$ cat src/hw/rtl/rfs_pkg.sv
// Package for the range-filtered statistics block: widths, codes, state enum and structs.
// No dependencies; every RTL module of the block imports it.
`default_nettype none

package rfs_pkg;

    // Set size limit and derived accumulator widths.
    localparam int MAX_ITEMS   = 1024;
    localparam int VALUE_W     = 16;
    localparam int CNT_W       = $clog2(MAX_ITEMS + 1);
    localparam int SUM_W       = VALUE_W + CNT_W;
    localparam int SQ_W        = 2 * VALUE_W + CNT_W;
    localparam int PROD1_W     = CNT_W + VALUE_W;
    localparam int DIFF_W      = SUM_W + 1;
    localparam int PROD2_W     = VALUE_W + DIFF_W;

    // Q.8 deviation: the variance is scaled by 2^16 before the root.
    localparam int FRAC_SHIFT  = 16;
    localparam int DVD_W       = SQ_W + FRAC_SHIFT;
    localparam int DIV_CNT_W   = $clog2(DVD_W + 1);
    localparam int ROOT_TOP    = ((DVD_W - 1) / 2) * 2;
    localparam int STD_W       = 24;

    // Job queue between front and back.
    localparam int QUEUE_DEPTH = 2;
    localparam int Q_PTR_W     = (QUEUE_DEPTH > 1) ? $clog2(QUEUE_DEPTH) : 1;
    localparam int Q_CNT_W     = $clog2(QUEUE_DEPTH + 1);

    // Configuration register map.
    localparam int CFG_IDX_W   = 1;
    typedef logic [CFG_IDX_W-1:0] t_cfg_idx;
    localparam t_cfg_idx REG_LOWER_LIMIT = CFG_IDX_W'(0);
    localparam t_cfg_idx REG_UPPER_LIMIT = CFG_IDX_W'(1);

    localparam logic [VALUE_W-1:0] LOWER_RESET = VALUE_W'(10);
    localparam logic [VALUE_W-1:0] UPPER_RESET = VALUE_W'(500);
    localparam logic [VALUE_W-1:0] MIN_RESET   = {VALUE_W{1'b1}};
    localparam logic [STD_W-1:0]   STD_MAX     = {STD_W{1'b1}};

    // Accumulated totals of one closed set.
    typedef struct packed {
        logic [CNT_W-1:0]   count;
        logic [SUM_W-1:0]   sum;
        logic [SQ_W-1:0]    sq_sum;
        logic [VALUE_W-1:0] min;
        logic [VALUE_W-1:0] max;
        logic               overflowed;
    } t_job;

    // One finished result beat.
    typedef struct packed {
        logic [CNT_W-1:0]   valid_count;
        logic [VALUE_W-1:0] mean_value;
        logic [VALUE_W-1:0] min_value;
        logic [VALUE_W-1:0] max_value;
        logic [STD_W-1:0]   std_dev_q8;
        logic               no_valid;
        logic               overflowed;
    } t_result;

    // Divider request and response.
    typedef struct packed {
        logic             start;
        logic [DVD_W-1:0] dividend;
        logic [CNT_W-1:0] divisor;
    } t_div_req;

    typedef struct packed {
        logic             done;
        logic [DVD_W-1:0] quotient;
    } t_div_rsp;

    // Back-end sequencer states.
    typedef enum logic [3:0] {
        ST_IDLE,
        ST_DIV_MEAN,
        ST_WAIT_MEAN,
        ST_MUL1,
        ST_MUL2,
        ST_VAR,
        ST_DIV_VAR,
        ST_WAIT_VAR,
        ST_SQRT,
        ST_FINISH
    } t_back_state;

endpackage

`default_nettype wire

$ cat src/hw/rtl/rfs_front.sv
// Front end: window limits, per-beat filtering and running totals of the open set.
// Depends on rfs_pkg; hands each closed set to the job queue as a t_job.
`default_nettype none

module rfs_front
    import rfs_pkg::*;
(
    input  wire logic               i_clk,
    input  wire logic               i_rst_n,
    input  wire logic               i_cfg_we,
    input  wire t_cfg_idx           i_cfg_index,
    input  wire logic [VALUE_W-1:0] i_cfg_data,
    input  wire logic               i_accept,
    input  wire logic [VALUE_W-1:0] i_sample_value,
    input  wire logic               i_last_item,
    output logic                    o_job_push,
    output t_job                    o_job
);

    logic [VALUE_W-1:0] r_lower;
    logic [VALUE_W-1:0] r_upper;
    logic [CNT_W-1:0]   r_seen,  n_seen;
    logic [CNT_W-1:0]   r_cnt,   n_cnt;
    logic [SUM_W-1:0]   r_sum,   n_sum;
    logic [SQ_W-1:0]    r_sq,    n_sq;
    logic [VALUE_W-1:0] r_min,   n_min;
    logic [VALUE_W-1:0] r_max,   n_max;
    logic               r_ovf,   n_ovf;
    logic               in_window;
    logic               room;
    logic [2*VALUE_W-1:0] square;

    assign in_window = (i_sample_value >= r_lower) && (i_sample_value <= r_upper);
    assign room      = (r_seen < CNT_W'(MAX_ITEMS));
    assign square    = i_sample_value * i_sample_value;

    // Totals after the current beat is folded in.
    always_comb begin
        n_seen = r_seen;
        n_cnt  = r_cnt;
        n_sum  = r_sum;
        n_sq   = r_sq;
        n_min  = r_min;
        n_max  = r_max;
        n_ovf  = r_ovf;
        if (i_accept) begin
            if (!room) begin
                n_ovf = 1'b1;
            end else begin
                n_seen = r_seen + 1'b1;
                if (in_window) begin
                    n_cnt = r_cnt + 1'b1;
                    n_sum = r_sum + SUM_W'(i_sample_value);
                    n_sq  = r_sq + SQ_W'(square);
                    if (i_sample_value < r_min) begin
                        n_min = i_sample_value;
                    end
                    if (i_sample_value > r_max) begin
                        n_max = i_sample_value;
                    end
                end
            end
        end
    end

    // A last beat closes the set and pushes its totals.
    assign o_job_push       = i_accept && i_last_item;
    assign o_job.count      = n_cnt;
    assign o_job.sum        = n_sum;
    assign o_job.sq_sum     = n_sq;
    assign o_job.min        = n_min;
    assign o_job.max        = n_max;
    assign o_job.overflowed = n_ovf;

    // Configuration registers.
    always_ff @(posedge i_clk) begin
        if (!i_rst_n) begin
            r_lower <= LOWER_RESET;
            r_upper <= UPPER_RESET;
        end else if (i_cfg_we) begin
            case (i_cfg_index)
                REG_LOWER_LIMIT: r_lower <= i_cfg_data;
                REG_UPPER_LIMIT: r_upper <= i_cfg_data;
                default: ;
            endcase
        end
    end

    // Running totals, cleared at reset and after each closed set.
    always_ff @(posedge i_clk) begin
        if (!i_rst_n || (i_accept && i_last_item)) begin
            r_seen <= '0;
            r_cnt  <= '0;
            r_sum  <= '0;
            r_sq   <= '0;
            r_min  <= MIN_RESET;
            r_max  <= '0;
            r_ovf  <= 1'b0;
        end else begin
            r_seen <= n_seen;
            r_cnt  <= n_cnt;
            r_sum  <= n_sum;
            r_sq   <= n_sq;
            r_min  <= n_min;
            r_max  <= n_max;
            r_ovf  <= n_ovf;
        end
    end

endmodule

`default_nettype wire

$ cat src/hw/rtl/rfs_queue.sv
// Short job queue that decouples the front end from the back end.
// Depends on rfs_pkg for t_job and the queue depth.
`default_nettype none

module rfs_queue
    import rfs_pkg::*;
(
    input  wire logic i_clk,
    input  wire logic i_rst_n,
    input  wire logic i_push,
    input  wire t_job i_job,
    input  wire logic i_pop,
    output t_job      o_head,
    output logic      o_empty,
    output logic      o_full
);

    t_job               r_mem [QUEUE_DEPTH];
    logic [Q_PTR_W-1:0] r_wr_ptr;
    logic [Q_PTR_W-1:0] r_rd_ptr;
    logic [Q_CNT_W-1:0] r_count;
    logic               do_push;
    logic               do_pop;

    assign o_empty = (r_count == '0);
    assign o_full  = (r_count == Q_CNT_W'(QUEUE_DEPTH));
    assign o_head  = r_mem[r_rd_ptr];
    assign do_push = i_push && !o_full;
    assign do_pop  = i_pop && !o_empty;

    // Entry storage.
    always_ff @(posedge i_clk) begin
        if (do_push) begin
            r_mem[r_wr_ptr] <= i_job;
        end
    end

    // Pointers and fill level.
    always_ff @(posedge i_clk) begin
        if (!i_rst_n) begin
            r_wr_ptr <= '0;
            r_rd_ptr <= '0;
            r_count  <= '0;
        end else begin
            if (do_push) begin
                r_wr_ptr <= (r_wr_ptr == Q_PTR_W'(QUEUE_DEPTH - 1)) ? '0 : r_wr_ptr + 1'b1;
            end
            if (do_pop) begin
                r_rd_ptr <= (r_rd_ptr == Q_PTR_W'(QUEUE_DEPTH - 1)) ? '0 : r_rd_ptr + 1'b1;
            end
            case ({do_push, do_pop})
                2'b10:   r_count <= r_count + 1'b1;
                2'b01:   r_count <= r_count - 1'b1;
                default: r_count <= r_count;
            endcase
        end
    end

endmodule

`default_nettype wire

$ cat src/hw/rtl/rfs_divider.sv
// Restoring divider, one quotient bit per cycle, shared by the mean and variance steps.
// Depends on rfs_pkg for widths and the request and response structs.
`default_nettype none

module rfs_divider
    import rfs_pkg::*;
(
    input  wire logic     i_clk,
    input  wire logic     i_rst_n,
    input  wire t_div_req i_req,
    output t_div_rsp      o_rsp
);

    logic [DVD_W-1:0]     r_quo;
    logic [CNT_W-1:0]     r_rem;
    logic [CNT_W-1:0]     r_divisor;
    logic [DIV_CNT_W-1:0] r_steps;
    logic                 r_busy;
    logic                 r_done;
    logic [CNT_W:0]       shifted;
    logic                 fits;
    logic [CNT_W:0]       diff;

    // One trial subtraction per cycle.
    assign shifted = {r_rem, r_quo[DVD_W-1]};
    assign fits    = (shifted >= {1'b0, r_divisor});
    assign diff    = shifted - {1'b0, r_divisor};

    assign o_rsp.done     = r_done;
    assign o_rsp.quotient = r_quo;

    // Datapath.
    always_ff @(posedge i_clk) begin
        if (i_req.start) begin
            r_quo     <= i_req.dividend;
            r_rem     <= '0;
            r_divisor <= i_req.divisor;
        end else if (r_busy) begin
            r_quo <= {r_quo[DVD_W-2:0], fits};
            r_rem <= fits ? diff[CNT_W-1:0] : shifted[CNT_W-1:0];
        end
    end

    // Step counter and completion pulse.
    always_ff @(posedge i_clk) begin
        if (!i_rst_n) begin
            r_busy  <= 1'b0;
            r_done  <= 1'b0;
            r_steps <= '0;
        end else begin
            r_done <= 1'b0;
            if (i_req.start) begin
                r_busy  <= 1'b1;
                r_steps <= DIV_CNT_W'(DVD_W);
            end else if (r_busy) begin
                r_steps <= r_steps - 1'b1;
                if (r_steps == DIV_CNT_W'(1)) begin
                    r_busy <= 1'b0;
                    r_done <= 1'b1;
                end
            end
        end
    end

endmodule

`default_nettype wire

$ cat src/hw/rtl/rfs_back.sv
// Back end: sequencer for mean, variance, scaled division and square root of one set.
// Depends on rfs_pkg and rfs_divider; holds the output register of the block.
`default_nettype none

module rfs_back
    import rfs_pkg::*;
(
    input  wire logic i_clk,
    input  wire logic i_rst_n,
    input  wire t_job i_job,
    input  wire logic i_job_empty,
    output logic      o_job_pop,
    input  wire logic i_pop,
    output logic      o_result_valid,
    output t_result   o_result
);

    t_back_state          r_state, n_state;
    t_job                 r_job;
    logic [VALUE_W-1:0]   r_mean;
    logic [PROD1_W-1:0]   r_prod1;
    logic [PROD2_W-1:0]   r_prod2;
    logic [SQ_W-1:0]      r_var;
    logic [DVD_W-1:0]     r_sq_v;
    logic [DVD_W-1:0]     r_sq_res;
    logic [DVD_W-1:0]     r_sq_bit;
    logic                 r_out_valid;
    t_result              r_out;
    t_div_req             div_req;
    t_div_rsp             div_rsp;
    logic                 out_load;
    logic [DIFF_W-1:0]    diff;
    logic [DVD_W:0]       trial;
    logic                 trial_fits;
    logic                 no_valid;

    rfs_divider u_divider (
        .i_clk   (i_clk),
        .i_rst_n (i_rst_n),
        .i_req   (div_req),
        .o_rsp   (div_rsp)
    );

    assign no_valid   = (r_job.count == '0);
    assign diff       = {r_job.sum, 1'b0} - DIFF_W'(r_prod1);
    assign trial      = {1'b0, r_sq_res} + {1'b0, r_sq_bit};
    assign trial_fits = ({1'b0, r_sq_v} >= trial);

    // Next state.
    always_comb begin
        n_state = r_state;
        case (r_state)
            ST_IDLE: begin
                if (!i_job_empty) begin
                    n_state = (i_job.count == '0) ? ST_FINISH : ST_DIV_MEAN;
                end
            end
            ST_DIV_MEAN:  n_state = ST_WAIT_MEAN;
            ST_WAIT_MEAN: begin
                if (div_rsp.done) begin
                    n_state = (r_job.count == CNT_W'(1)) ? ST_FINISH : ST_MUL1;
                end
            end
            ST_MUL1:      n_state = ST_MUL2;
            ST_MUL2:      n_state = ST_VAR;
            ST_VAR:       n_state = ST_DIV_VAR;
            ST_DIV_VAR:   n_state = ST_WAIT_VAR;
            ST_WAIT_VAR: begin
                if (div_rsp.done) begin
                    n_state = ST_SQRT;
                end
            end
            ST_SQRT: begin
                if (r_sq_bit[0]) begin
                    n_state = ST_FINISH;
                end
            end
            ST_FINISH: begin
                if (out_load) begin
                    n_state = ST_IDLE;
                end
            end
            default:      n_state = ST_IDLE;
        endcase
    end

    // Control outputs of the sequencer.
    always_comb begin
        o_job_pop        = 1'b0;
        div_req.start    = 1'b0;
        div_req.dividend = DVD_W'(r_job.sum);
        div_req.divisor  = r_job.count;
        out_load         = 1'b0;
        case (r_state)
            ST_IDLE:     o_job_pop = !i_job_empty;
            ST_DIV_MEAN: div_req.start = 1'b1;
            ST_DIV_VAR: begin
                div_req.start    = 1'b1;
                div_req.dividend = {r_var, FRAC_SHIFT'(0)};
                div_req.divisor  = r_job.count - 1'b1;
            end
            ST_FINISH:   out_load = !r_out_valid || i_pop;
            default: ;
        endcase
    end

    always_ff @(posedge i_clk) begin
        if (!i_rst_n) begin
            r_state <= ST_IDLE;
        end else begin
            r_state <= n_state;
        end
    end

    // Arithmetic datapath.
    always_ff @(posedge i_clk) begin
        case (r_state)
            ST_IDLE: begin
                r_job    <= i_job;
                r_mean   <= '0;
                r_sq_res <= '0;
            end
            ST_WAIT_MEAN: begin
                if (div_rsp.done) begin
                    r_mean <= div_rsp.quotient[VALUE_W-1:0];
                end
            end
            ST_MUL1: r_prod1 <= r_job.count * r_mean;
            ST_MUL2: r_prod2 <= r_mean * diff;
            ST_VAR:  r_var   <= r_job.sq_sum - r_prod2[SQ_W-1:0];
            ST_WAIT_VAR: begin
                if (div_rsp.done) begin
                    r_sq_v   <= div_rsp.quotient;
                    r_sq_res <= '0;
                    r_sq_bit <= DVD_W'(1) << ROOT_TOP;
                end
            end
            ST_SQRT: begin
                if (trial_fits) begin
                    r_sq_v   <= r_sq_v - trial[DVD_W-1:0];
                    r_sq_res <= (r_sq_res >> 1) + r_sq_bit;
                end else begin
                    r_sq_res <= r_sq_res >> 1;
                end
                r_sq_bit <= r_sq_bit >> 2;
            end
            default: ;
        endcase
    end

    // Output register: one finished result waits here until popped.
    always_ff @(posedge i_clk) begin
        if (!i_rst_n) begin
            r_out_valid <= 1'b0;
        end else if (out_load) begin
            r_out_valid <= 1'b1;
        end else if (i_pop) begin
            r_out_valid <= 1'b0;
        end
    end

    always_ff @(posedge i_clk) begin
        if (out_load) begin
            r_out.valid_count <= r_job.count;
            r_out.mean_value  <= r_mean;
            r_out.min_value   <= no_valid ? '0 : r_job.min;
            r_out.max_value   <= no_valid ? '0 : r_job.max;
            r_out.std_dev_q8  <= (|r_sq_res[DVD_W-1:STD_W]) ? STD_MAX : r_sq_res[STD_W-1:0];
            r_out.no_valid    <= no_valid;
            r_out.overflowed  <= r_job.overflowed;
        end
    end

    assign o_result_valid = r_out_valid;
    assign o_result       = r_out;

endmodule

`default_nettype wire

$ cat src/hw/rtl/range_filtered_statistics.sv
// Top level of the range-filtered statistics block: front end, job queue and back end.
// Depends on rfs_pkg, rfs_front, rfs_queue, rfs_back and rfs_divider.
//
//  Channel   Handshake           Payload
//  -------   -----------------   ------------------------------------------------------
//  input     push / full         i_sample_value, i_last_item
//  result    empty / pop         o_valid_count, o_mean_value, o_min_value, o_max_value,
//                                o_std_dev_q8, o_no_valid, o_overflowed
//  config    i_cfg_we            i_cfg_index, i_cfg_data (write only, no wait)
//
// The front end takes one beat per cycle; a beat is only refused while the job queue is full.
// A set with two or more valid values holds the back end while the shared divider
// runs 59 steps for the mean and 59 for the scaled variance, and the root takes 30 steps.
// A set with one valid value skips the variance and the root; one with none skips all steps.
// With two sets queued and one in the back end, full stays high until the back end frees
// a slot; a result that is not popped holds the back end in its final state.
// Reset is synchronous and active low; it restores the limits to 10 and 500.
`default_nettype none

module range_filtered_statistics
    import rfs_pkg::*;
(
    input  wire logic               i_clk,
    input  wire logic               i_rst_n,
    input  wire logic               i_cfg_we,
    input  wire t_cfg_idx           i_cfg_index,
    input  wire logic [VALUE_W-1:0] i_cfg_data,
    input  wire logic               push,
    output logic                    full,
    input  wire logic [VALUE_W-1:0] i_sample_value,
    input  wire logic               i_last_item,
    output logic                    empty,
    input  wire logic               pop,
    output logic [CNT_W-1:0]        o_valid_count,
    output logic [VALUE_W-1:0]      o_mean_value,
    output logic [VALUE_W-1:0]      o_min_value,
    output logic [VALUE_W-1:0]      o_max_value,
    output logic [STD_W-1:0]        o_std_dev_q8,
    output logic                    o_no_valid,
    output logic                    o_overflowed
);

    logic    accept;
    logic    job_push;
    t_job    job_in;
    t_job    job_head;
    logic    job_empty;
    logic    job_full;
    logic    job_pop;
    logic    result_valid;
    t_result result;

    assign accept = push && !job_full;
    assign full   = job_full;

    rfs_front u_front (
        .i_clk          (i_clk),
        .i_rst_n        (i_rst_n),
        .i_cfg_we       (i_cfg_we),
        .i_cfg_index    (i_cfg_index),
        .i_cfg_data     (i_cfg_data),
        .i_accept       (accept),
        .i_sample_value (i_sample_value),
        .i_last_item    (i_last_item),
        .o_job_push     (job_push),
        .o_job          (job_in)
    );

    rfs_queue u_queue (
        .i_clk   (i_clk),
        .i_rst_n (i_rst_n),
        .i_push  (job_push),
        .i_job   (job_in),
        .i_pop   (job_pop),
        .o_head  (job_head),
        .o_empty (job_empty),
        .o_full  (job_full)
    );

    rfs_back u_back (
        .i_clk          (i_clk),
        .i_rst_n        (i_rst_n),
        .i_job          (job_head),
        .i_job_empty    (job_empty),
        .o_job_pop      (job_pop),
        .i_pop          (pop),
        .o_result_valid (result_valid),
        .o_result       (result)
    );

    // Result beat fields.
    assign empty         = !result_valid;
    assign o_valid_count = result.valid_count;
    assign o_mean_value  = result.mean_value;
    assign o_min_value   = result.min_value;
    assign o_max_value   = result.max_value;
    assign o_std_dev_q8  = result.std_dev_q8;
    assign o_no_valid    = result.no_valid;
    assign o_overflowed  = result.overflowed;

endmodule

`default_nettype wire

$ cat config.mk
export PLATFORM = sky130hd
export DESIGN_NAME = range_filtered_statistics
export DESIGN_NICKNAME = d
export VERILOG_FILES = /design/src/hw/rtl/rfs_pkg.sv /design/src/hw/rtl/rfs_front.sv /design/src/hw/rtl/rfs_queue.sv /design/src/hw/rtl/rfs_divider.sv /design/src/hw/rtl/rfs_back.sv /design/src/hw/rtl/range_filtered_statistics.sv
export SDC_FILE = /design/constraint.sdc
export NUM_CORES = 2
export LEC_CHECK = 0
export BUFFER_PORTS_ARGS = -buffer_cell sky130_fd_sc_hd__buf_4
export CAP_MARGIN = 20
export CORE_ASPECT_RATIO = 0.5
export CORE_MARGIN = 4
export CORE_UTILIZATION = 55
export DETAILED_ROUTE_END_ITERATION = 10
export GPL_ROUTABILITY_DRIVEN = 0
export PLACE_DENSITY = 0.75
export SLEW_MARGIN = 20
export SYNTH_ARGS = -nofsm -noshare
export SYNTH_HDL_FRONTEND = slang
export SYNTH_SLANG_ARGS = --single-unit
$ cat constraint.sdc
create_clock -name i_clk -period 13.2 [get_ports i_clk]
set_input_delay 1.32 -clock i_clk [delete_from_list [all_inputs] [get_ports i_clk]]
set_output_delay 1.32 -clock i_clk [all_outputs]
set_load 0.02 [all_outputs]
Word level (Yosys, flattened, before mapping) --
Memory sizes are Yosys's and may differ from the RTL's. A register that Yosys moved wholly into a read port is not among the register bits. Index checks and enable logic that the tools add are counted.
Cells by class: add/subtract/negate cells 16, multipliers 3, $lt $le $gt $ge 7, eq/ne operators 20, mux-type cells 59, bitwise operators 3, reductions and logical operators 33
Operators with widths (count):
- two-way mux 59 bit | 7
- one-hot mux 59 bit (2 select lines) | 2
- one-hot mux 59 bit (3 select lines) | 1
- two-way mux 16 bit | 9
- two-way mux 43 bit | 3
- two-way mux 27 bit | 3
- two-way mux 70 bit | 1
- adder 59 x 59 -> 60 bit | 1
- greater-or-equal comparator 59 x 60 -> 1 bit | 1
- adder 58 x 59 -> 59 bit | 1
- subtractor 59 bit | 1
- two-way mux 11 bit | 4
- adder 43 x 32 -> 43 bit | 1
- multiplier 16 x 28 -> 43 bit | 1
- subtractor 43 bit | 1
- one-hot mux 4 bit (10 select lines) | 1
- OR reduction 35 bit | 1
- multiplier 16 x 16 -> 32 bit | 1
- one-hot mux 16 bit (2 select lines) | 1
- two-way mux 4 bit | 7
- subtractor 28 x 27 -> 28 bit | 1
- adder 27 x 16 -> 27 bit | 1
- multiplier 11 x 16 -> 27 bit | 1
- adder 11 x 1 -> 11 bit (second input constant) | 2
- 39 further kinds | 88
Word-level totals: register bits after elaboration 760, memory bits (writable) 228, input port bits 39, output and inout port bits 87, word-level logic and storage cells 183, memories 1
Memories:
- u_queue.r_mem | words 2, width 114, read ports 1, clocked after memory_dff 1, wr ports 1, line rfs_queue.sv:18 | t_job r_mem [QUEUE_DEPTH];

Longest topological paths before layout --
depth in word-level cells 7, mapped depth 38, gate-level depth less buffers 36

Modules after synthesis --
From an unflattened synthesis, not the netlist that was laid out.
Second synthesis, totals: cell total of the unflattened synthesis 7517, area total of the unflattened synthesis 77361.7 um^2
By module, submodules not included:
- rfs_back | times used 1, cells each 4778, area an instance 47175.2 um^2, sequential area each 14393.8 um^2
- rfs_front | times used 1, cells each 2040, area an instance 17430.5 um^2, sequential area each 3143.0 um^2
- rfs_queue | times used 1, cells each 381, area an instance 8471.9 um^2, sequential area each 6946.7 um^2
- rfs_divider | times used 1, cells each 316, area an instance 4266.6 um^2, sequential area each 2482.4 um^2
- range_filtered_statistics | times used 1, cells each 2, area an instance 17.5 um^2, sequential area each 0.0 um^2

Worst setup path before layout --
OpenSTA, ideal clock, no wires.
path type register -> register, start register u_back.r_state[1], end register u_queue.r_count[1], setup time 0.070 ns, arrival 9.903 ns, required time 13.130 ns, slack 3.226 ns, stages on the path, launching flop included 8, path buffers 1, clock period less this slack 9.974 ns, cells stage by stage dfxtp_1 > or2_2 > clkbuf_1 > nor3_1 > o21a_1 > ha_1 > or3_1 > a21oi_1
Between the ends: word-level cells in the longest chain between the ends 5, elaborated cells on any way between the ends 7, classes of those cells eq/ne: 2; mux: 2; reduce/logical: 3
Ends and longest elaborated chain:
- from (decl) | line rfs_back.sv:18 | t_back_state r_state, n_state;
- from (signal assigned) | line rfs_back.sv:111 | r_state <= n_state;
- zero test 4 bit (*) | line rfs_back.sv:94 | case (r_state)
- two-way mux 1 bit (*) | line rfs_back.sv:94
- logical AND 1 bit (*) | line rfs_queue.sv:29 | assign do_pop = i_pop && !o_empty;
- via u_queue.do_pop | line rfs_queue.sv:23 | logic do_pop;
- == test 2 x 1 -> 1 bit or == test 2 bit (tied branches) | line rfs_queue.sv:51 | case ({do_push, do_pop})
- one-hot mux 2 bit (2 select lines) or nonzero test 2 bit (tied branches)
- to (signal assigned) | line rfs_queue.sv:52 | 2'b10: r_count <= r_count + 1'b1;
- to (signal assigned) | line rfs_queue.sv:53 | 2'b01: r_count <= r_count - 1'b1;
- to (signal assigned) | line rfs_queue.sv:54 | default: r_count <= r_count;
- to (decl) | line rfs_queue.sv:21 | logic [Q_CNT_W-1:0] r_count;
Mark *: on every way through the listed nets, which the timed path passes. The rest lies on a longest branch. A chain may end at the register's enable or synchronous reset.

Final worst setup path --
start register u_back.r_prod1[0], end register u_back.r_prod2[42] (data pin)
Between the ends: word-level cells in the longest chain between the ends 2
Ends and longest elaborated chain:
- from (decl) | line rfs_back.sv:21 | logic [PROD1_W-1:0] r_prod1;
- from (signal assigned) | line rfs_back.sv:128 | ST_MUL1: r_prod1 <= r_job.count * r_mean;
- subtractor 28 x 27 -> 28 bit | line rfs_back.sv:45 | assign diff = {r_job.sum, 1'b0} - DIFF_W'(r_prod1);
- multiplier 16 x 28 -> 43 bit | line rfs_back.sv:129 | ST_MUL2: r_prod2 <= r_mean * diff;
- to (signal assigned) | line rfs_back.sv:129
- to (decl) | line rfs_back.sv:22 | logic [PROD2_W-1:0] r_prod2;
Every way passes these cells.

==> results.toml <==
[critical_path]
start_kind = "register"
crit_type = "reg -> reg"
cpMaxStageDelayCell = "edfxtp_1"
worstReg2RegStart = "u_back.r_prod1[0]"
critPathLaunch = "u_back.r_prod1[0]"
critPathArrivalTime_ns = 10.97
cpPeakStageDelay_ns = 0.81
required_ns = 13.64
crit_fanout = 18
endpoint_kind = "register"

[grt]
busiest_layer = "met2"
grt.total_usage_pct = 26.0
met1_usage_pct = 36.9
antenna_found_initial = 11
grt_use_met3_pct = 5.22
grt_max_degree = 108
met2_usage_pct = 40.5
grt_pass1_vias = 53500
gr-total-overflow = 0
grt_pass1_wl_um = 298000

[timing]
post-route-min-period_ns = 10.53
setup_viol = 0
rsz0062_at_grt = "no"
setup-tns-final_ns = 0
hold_violations = 0
worstMarginPinSlew_ns = 1.16
fmax_mhz = 95.0
slew_headroom_pct = 22.4
finalClockSkew_ns = 0.0259
maxSlewViolCount = 0
period_share_pct = 79.8

[route]
dr_total_vias = 53700
detail_route.wl_per_cell_um = 20.1
initialDrtViolationCount = 4476
dr.pass1.iters = 8
drt_wl_total_um = 188000
avgViaCountPerCell = 5.74
drc = 0
ant_nets = 0

[cts]
cts_tree = "done"
worstSkewPairLatency_ns = 0.70
cts_max_level = 3
cts_buffers = 89
cts_setup_buffers = 0
clockBufferDepth = 3
clk_pin_slew_ns = 0.07
clock_sinks = 960
hold_buffers = 0
cts_resized = 0
cts_root_buf = "clkbuf_16"

[logic_synthesis]
synth_cell_types = 88
ys_seq_area_share_pct = 35.4
synthesis.nets = 8715
postSynthAreaPerCell_um2 = 10.3
synth_cells = 7420
synth_warnings = 0
ys_seq_elements = 960
synthArstFlopShare_pct = 0
synth_edf_count = 774
synthesis.area_um2 = 76100
synth_ff_type = "edfxtp_1"

[layout]
final_cell_mix = "1002 x inv_1, 849 x nand2_1, 774 x edfxtp_1"
area.growth.synth_to_final_pct = 7.92
drive_gt1_share_pct = 7.41
fillers = 11100
finalNetCount = 8710
final_common_cell = "inv_1"

[floorplanning]
start_util_pct = 55.5
fp.dieW_um = 534
ios = 126
core_um2 = 137000
die_h_um = 271
num_rows = 96
fp.dieArea_um2 = 145000

[placement]
io_buffers = 125
dp_hpwl_um = 139000

[run_status]
status = "finished, final reports clean"

[flow_run]
drv_cap = 0

[min_path]
hold_class = "reg -> reg"
worstHoldStart = "u_back.r_job[0]"
[registers in the layout, summed over array words and instances, names as in the netlist, 2 cells and up, named ones only]
| register | flops |
|---|---|
| u_front.r_sum | 27 |
| u_back.r_sq_res | 59 |
| u_back.u_divider.r_rem | 11 |
| u_front.r_lower | 16 |
| u_back.r_sq_bit | 30 |
| u_back.r_var | 43 |
| u_back.r_mean | 16 |
| u_back.r_prod1 | 27 |
| u_front.r_max | 16 |
| u_front.r_sq | 43 |
| u_back.r_job | 114 |
| u_queue.r_mem | 228 |
| u_front.r_upper | 16 |
| u_queue.r_count | 2 |
| u_back.r_prod2 | 43 |
| u_front.r_seen | 11 |
| u_back.r_sq_v | 59 |
| u_back.o_result | 85 |
| u_back.u_divider.r_divisor | 11 |
| u_back.u_divider.r_steps | 6 |
| u_back.r_state | 4 |
| u_back.u_divider.r_quo | 59 |
| u_front.r_cnt | 11 |
| u_front.r_min | 16 |
[final timing paths]
| kind | to | slack, ns | cells past startpoint |
|---|---|---|---|
| worst max register to register | u_back.r_prod2[42] | 2.67 | 34 |
| worst min register to register | u_back.o_result[0] | 0.43 | 0 |
| worst min-delay path | u_back.o_result[0] | 0.43 | 0 |
| worst max-delay path | u_back.r_prod2[42] | 2.67 | 34 |
[Yosys cell counts, drive strengths merged (50+ instances only)]
library cell / number / area, µm²
edfxtp: 774 / 23200
o21bai: 52 / 390
xnor2: 202 / 1770
xor2: 174 / 1520
a21oi: 300 / 1510
o21a: 50 / 375
mux2: 143 / 1610
a211oi: 50 / 393
nand4: 74 / 463
and2: 493 / 3080
fa: 686 / 13700
o21ai: 301 / 1510
nor2b: 60 / 375
inv: 1004 / 3770
a21o: 125 / 938
a31oi: 87 / 544
clkbuf: 256 / 963
nand2b: 89 / 557
nor2: 288 / 1080
nand2: 850 / 3190
ha: 570 / 7130
nand3: 76 / 380
nor3: 80 / 400
dfxtp: 186 / 3720
[cell type report]
| class | count | area (µm²) | area share, % |
|---|---|---|---|
| antenna | 1 | 2.50 | 0.00305 |
| clock buffer | 107 | 2370 | 2.88 |
| clock inverter | 58 | 811 | 0.987 |
| inverter | 1008 | 3790 | 4.61 |
| multi-input combinational | 5162 | 44500 | 54.1 |
| sequential | 960 | 27000 | 32.8 |
| tap | 1862 | 2330 | 2.84 |
| timing repair buffer | 194 | 1460 | 1.77 |
[worst max-delay path: cells and delay by family, from the launching register on]
kind / cells / cell delay [ns]
adder cells (fa/ha/maj): 8 / 3.79
buffers and inverters: 5 / 0.34
AND/OR/NAND/NOR: 3 / 0.63
flip-flops: 1 / 0.81
AO/OA/AOI/OAI: 16 / 4.19
XOR/XNOR: 2 / 0.51
[metrics by stage]
step / util [%] / setup WS [ns] / instances / hold WS, ns / cell area (µm²)
final: 59.9 / 2.67 / 9352 / 0.426 / 82200
after global routing: 59.9 / 1.98 / 9351 / 0.433 / 82200
after CTS: 59.9 / 2.79 / 9351 / 0.431 / 82200
after detailed placement: 57.5 / 2.85 / 9186 / 0.411 / 79000
after global placement: 57.5 / 3.05 / 9186 / 0.412 / 79000
after floorplan: - / 3.23 / 7420 / 0.400 / 76100
[kinds of logic after synthesis]
kind of cell    share of synthesized area (%)
xor+xnor                                 4.32
simple gates                             14.0
compound gates                           9.92
fa+ha+maj                                27.4
flops                                    35.4
mux                                      2.51
buf+inv                                  6.46
[routing by layer]
layer | vias to the layer above | share of wire, %
li1 | 24900 | -
met1 | 26400 | 43
met2 | 2018 | 44
met3 | 389 | 9.3
met4 | 12 | 3.3
met5 | - | 0.047
Power is left out: the tool's default activity adds up to more than one toggle a clock period on the data nets, which glitch-free logic cannot reach.
